[config.mk]
export PLATFORM = sky130hd
export DESIGN_NAME = odo_cordic
export DESIGN_NICKNAME = d
export VERILOG_FILES = /design/src/design/odo_pkg.sv /design/src/design/odo_cordic.sv
export SDC_FILE = /design/constraint.sdc
export NUM_CORES = 1
export LEC_CHECK = 0
export BUFFER_PORTS_ARGS = -buffer_cell sky130_fd_sc_hd__buf_2
export CORE_ASPECT_RATIO = 1.2
export CORE_MARGIN = 4
export CORE_UTILIZATION = 40
export CTS_CLUSTER_DIAMETER = 60
export DETAILED_ROUTE_END_ITERATION = 8
export SLEW_MARGIN = 20
export SYNTH_ARGS = -nofsm -noshare
export SYNTH_HDL_FRONTEND = slang
export SYNTH_SLANG_ARGS = --single-unit
[constraint.sdc]
create_clock -name clk -period 10.7 [get_ports clk]
set_clock_uncertainty 0.1 [all_clocks]
set_input_delay 0.535 -clock clk [delete_from_list [all_inputs] [get_ports clk]]
set_output_delay 0.535 -clock clk [all_outputs]
set_load 0.02 [all_outputs]
[src/design/odo_pkg.sv]
// Shared types and constants for the differential drive odometry block.
// No dependencies; the top level and odo_cordic import this package.
package odo_pkg;

    typedef enum logic [1:0] {
        ST_IDLE,
        ST_CORD,
        ST_MUL,
        ST_DONE
    } odo_state_t;

    typedef enum logic [1:0] {
        REG_DIST_PER_PULSE = 2'd0,
        REG_HEADING_GAIN   = 2'd1,
        REG_SAMPLE_RATE    = 2'd2
    } odo_reg_t;

    localparam logic signed [33:0] KINV_Q30 = 34'sd652032874;
    localparam int MUL_W  = 34;
    localparam int PROD_W = 2 * MUL_W;

    // arctangent of 2^-i in units of 2^-32 turn
    function automatic logic [31:0] atan_lookup(input logic [4:0] i);
        logic [31:0] v;
        unique case (i)
            5'd0:  v = 32'd536870912;
            5'd1:  v = 32'd316933406;
            5'd2:  v = 32'd167458907;
            5'd3:  v = 32'd85004756;
            5'd4:  v = 32'd42667331;
            5'd5:  v = 32'd21354465;
            5'd6:  v = 32'd10679838;
            5'd7:  v = 32'd5340245;
            5'd8:  v = 32'd2670163;
            5'd9:  v = 32'd1335087;
            5'd10: v = 32'd667544;
            5'd11: v = 32'd333772;
            5'd12: v = 32'd166886;
            5'd13: v = 32'd83443;
            5'd14: v = 32'd41722;
            5'd15: v = 32'd20861;
            5'd16: v = 32'd10430;
            5'd17: v = 32'd5215;
            5'd18: v = 32'd2608;
            5'd19: v = 32'd1304;
            5'd20: v = 32'd652;
            5'd21: v = 32'd326;
            5'd22: v = 32'd163;
            5'd23: v = 32'd81;
            5'd24: v = 32'd41;
            5'd25: v = 32'd20;
            5'd26: v = 32'd10;
            5'd27: v = 32'd5;
            5'd28: v = 32'd3;
            5'd29: v = 32'd1;
            5'd30: v = 32'd1;
            default: v = 32'd0;
        endcase
        return v;
    endfunction

    // clamp a wide signed value to the 32-bit signed range
    function automatic logic [31:0] sat32(input logic signed [PROD_W-1:0] v);
        logic [31:0] r;
        if (v > $signed({{(PROD_W-32){1'b0}}, 32'h7fff_ffff}))
        begin
            r = 32'h7fff_ffff;
        end
        else if (v < $signed({{(PROD_W-32){1'b1}}, 32'h8000_0000}))
        begin
            r = 32'h8000_0000;
        end
        else
        begin
            r = v[31:0];
        end
        return r;
    endfunction

endpackage

[src/design/odo_cordic.sv]
// Iterative rotation-mode CORDIC giving Q3.30 cosine and sine of a binary angle.
// Depends on odo_pkg.
module odo_cordic #(
    parameter int CORDIC_STEPS = 24
) (
    input  logic                    clk,
    input  logic                    rst_n,
    input  logic                    start,
    input  logic [31:0]             angle,
    output logic                    done,
    output logic signed [33:0]      cos_val,
    output logic signed [33:0]      sin_val
);
    import odo_pkg::*;

    localparam int CW = (CORDIC_STEPS > 1) ? $clog2(CORDIC_STEPS) : 1;

    logic                 busy_reg, busy_next;
    logic                 done_reg, done_next;
    logic [CW-1:0]        cnt_reg, cnt_next;
    logic signed [33:0]   x_reg, x_next;
    logic signed [33:0]   y_reg, y_next;
    logic [31:0]          z_reg, z_next;
    logic signed [33:0]   xs, ys;
    logic [31:0]          atan_v;

    assign xs     = x_reg >>> cnt_reg;
    assign ys     = y_reg >>> cnt_reg;
    assign atan_v = atan_lookup(5'(cnt_reg));

    always_comb
    begin
        busy_next = busy_reg;
        done_next = 1'b0;
        cnt_next  = cnt_reg;
        x_next    = x_reg;
        y_next    = y_reg;
        z_next    = z_reg;
        if (start)
        begin
            busy_next = 1'b1;
            cnt_next  = '0;
            y_next    = '0;
            // second and third quadrants: rotate from the negative axis
            if (angle[31] ^ angle[30])
            begin
                x_next = -KINV_Q30;
                z_next = {~angle[31], angle[30:0]};
            end
            else
            begin
                x_next = KINV_Q30;
                z_next = angle;
            end
        end
        else if (busy_reg)
        begin
            if (!z_reg[31])
            begin
                x_next = x_reg - ys;
                y_next = y_reg + xs;
                z_next = z_reg - atan_v;
            end
            else
            begin
                x_next = x_reg + ys;
                y_next = y_reg - xs;
                z_next = z_reg + atan_v;
            end
            if (cnt_reg == CW'(CORDIC_STEPS - 1))
            begin
                busy_next = 1'b0;
                done_next = 1'b1;
            end
            else
            begin
                cnt_next = cnt_reg + 1'b1;
            end
        end
    end

    always_ff @(posedge clk or negedge rst_n)
    begin
        if (!rst_n)
        begin
            busy_reg <= 1'b0;
            done_reg <= 1'b0;
            cnt_reg  <= '0;
        end
        else
        begin
            busy_reg <= busy_next;
            done_reg <= done_next;
            cnt_reg  <= cnt_next;
        end
    end

    always_ff @(posedge clk)
    begin
        x_reg <= x_next;
        y_reg <= y_next;
        z_reg <= z_next;
    end

    assign done    = done_reg;
    assign cos_val = x_reg;
    assign sin_val = y_reg;

endmodule
==> flow_summary_export.csv <==
group,metric,value,unit
outcome,status,"finished clean",
sta,max_freq,125,MHz
critical_path,end_kind,"register",
sta,setup_tns,0,ns
synth,synth_warnings,0,
synth,async_flop_share,6.54,%
clocking,cts.sinks,107,
hold_path,hold_start,"angle[9]",
synth,seq_area_frac_synth,17.1,%
final_layout,register_area,2850,um^2
final_layout,num_antenna_cells,0,
sta,finalSetupViolCount,0,
floorplanning,dieArea,44800,um^2
global_routing,grt_max_degree,68,
placed_design,place_inst,2491,
final_layout,multi_input_area,12900,um^2
global_routing,grtUsageTotal,25.2,%
clocking,ctsHoldBuffers,1,
clocking,numCtsBuffers,9,
sta,hold_viol,0,
final_layout,final_cells,2508,
floorplanning,initial_core_util,40.6,%
placed_design,hpwlAfterDp,44200,um
hold_path,min_path_type,"input port to register",
clocking,cts_tree,"done",
placed_design,gp_congestion,1.03,
global_routing,antenna_found_initial,0,
hold_path,holdPathEnd,"z_reg[9]",
critical_path,path_class,"register to register",
clocking,clk_latency,0.40,ns
synth,synth_top_area_cell,"edfxtp_1",
placed_design,portBuffers,103,
detailed_routing,postRouteAntennaNets,0,
clocking,cts.path.max_buffers,2,
critical_path,regToRegEndpoint,"sin_val[33]",
sta,maxSlewViolCount,0,
synth,synth_edf_count,66,
synth,synth_top_area_share,11.9,%
final_layout,final_nets,2110,
critical_path,cp_max_fo,53,
synth,synth_area,16600,um^2
critical_path,crit_path_top_delay_cell,"dfrtp_4",
critical_path,cp.arrival,8.20,ns
critical_path,crit_path_cell_trace,"buf_4 -> buf_4 -> mux4_2 -> mux2_2 -> a222oi_1 -> and2_1 -> o2111ai_1 -> nor3_1 -> and4b_1 -> a21oi_1 -> xnor2_1 -> ha_1 -> o21a_1 -> o21ai_0 -> nor2_1 -> inv_1 -> o21a_1 -> o21ai_0 -> a211oi_1 -> o21a_1 -> mux2i_1 -> mux2_1",
detailed_routing,vias,16114,
clocking,htree_num_levels,3,
critical_path,cpPeakStageDelay,0.89,ns
sta,slew_headroom,28.0,%
floorplanning,die_w,194,um
global_routing,grt.overflow.total,0,
synth,synth_cell_types,93,
global_routing,grt_pass1_wl,90600,um
synth,synth_most_common_cell,"nand2_1",
detailed_routing,wl,58700,um
floorplanning,boundaryPins,104,
critical_path,r2r-start,"cnt_reg[1]",
sta,worst_slew_pin_slew,1.08,ns
global_routing,first_global_vias,15446,
detailed_routing,wl_per_cell,23.4,um
sta,fin_crit_sh,74.9,%
detailed_routing,drc,0,
synth,synth_commonest_cells,"177 x nand2_1, 158 x nor2_1, 156 x a21oi_1",
synth,syn_nets,2095,
detailed_routing,viasPerCell,6.43,
clocking,cts_resized,0,
final_layout,fillers,4109,
critical_path,cp_data_required_time,10.89,ns
final_layout,areaGrowthSynthToFinish,6.04,%
critical_path,start_kind,"register",
synth,synthCells,1949,
clocking,clkTransAtPathRegs,0.08,ns
sta,rsz0062_at_grt,"no",
detailed_routing,drtPass1Iterations,5,
final_layout,final_util,43.1,%
hold_path,min_path_cells,3,
synth,synth_seq_cells,107,
synth,synth_ff_type,"edfxtp_1",
floorplanning,num_rows,81,
detailed_routing,drt_iter0_markers,1577,
critical_path,cpMostUsedCell,"o21a_1",
clocking,post-cts-setup-buffers,0,
floorplanning,core-area,40800,um^2
critical_path,r2r_slack,2.68,ns
final_layout,drive_gt1_share,15.0,%
flow_run,max_cap_viol_count,0,
critical_path,r2r_cells,22,
synth,synthTopCellsByArea,"edfxtp_1 12%, mux4_2 9.9%, ha_1 8.1%",
floorplanning,dieHeight,231,um
sta,finalCriticalPeriod,8.02,ns
clocking,clock-root-buffer,"clkbuf_16",
synth,synth_area_per_cell,8.51,um^2
## cells in the final DEF, fill, tap and decap left out, drive strengths merged, types with 23 or more instances in the layout
cell type  Yosys  final
a21o          44     44
a21boi        23     23
mux2          39     39
nor3          32     32
nand3         38     38
mux2i         85     85
xor2          78     78
a31oi         42     42
a21oi        156    156
nand2b        34     34
nand2        177    177
nor2         158    158
xnor2         95     95
dfxtp         34     34
buf           67    126
inv           44     45
o21ai        128    128
edfxtp        66     66
mux4          84     84
ha           108    108
a211oi        29     29
## per-layer routing
layer	part of all wire [%]	up-vias	track usage (%)
met2	46	768	41.3
met5	0	-	0
li1	-	7429	-
met1	42	7790	33.5
met4	3.8	0	8.95
met3	8.4	127	4.75
## worst max-delay path by stage
stage / slack, ns / startpoint / to / depth (start not counted)
2_1_floorplan: 3.89 / cnt_reg[0] / z_reg[30] / 24
3_3_place_gp: 3.05 / cnt_reg[1] / sin_val[33] / 22
3_5_place_dp: 2.87 / cnt_reg[1] / sin_val[33] / 22
4_1_cts: 2.83 / cnt_reg[1] / sin_val[33] / 22
5_1_grt: 2.20 / cnt_reg[1] / sin_val[33] / 22
6_report: 2.68 / cnt_reg[1] / sin_val[33] / 22
## through the flow
stage	area (um^2)	hold WS (ns)	worst slack, ns
global route	17600	0.307	2.20
detailed placement	17300	0.280	2.87
floorplan	16600	0.139	3.89
finish	17600	0.311	2.68
global placement	17300	0.272	3.05
CTS	17600	0.289	2.83
## kinds of logic after synthesis
| group | Yosys count | share of synthesized area, % |
|---|---|---|
| muxes | 208 | 19.4 |
| adders and majority gates | 111 | 8.51 |
| xor gates and xnor gates | 173 | 9.13 |
| and+or+nand+nor | 557 | 16.0 |
| buffers and inverters | 169 | 5.10 |
| AOI/OAI and AO/OA | 624 | 24.8 |
| DFF | 107 | 17.1 |
## area by class of cell
type	count	share of cell area, %
well taps	539	3.83
inverters	46	0.981
clock inverters	7	0.306
repair buffers	127	3.98
multi-input cells	1673	73.4
clock buffers	9	1.28
flip-flops and latches	107	16.2
## worst max-delay path, delay by kind of cell (launching register included)
family	cells	cell delay (ns)
fa+ha+maj	1	0.39
xor+xnor	1	0.14
mux	4	1.38
buf+inv	3	1.28
compound gates	9	2.27
simple gates	4	1.43
flops	1	0.89
Power is left out: the tool's default activity adds up to more than one toggle a clock period on the data nets, which glitch-free logic cannot reach.
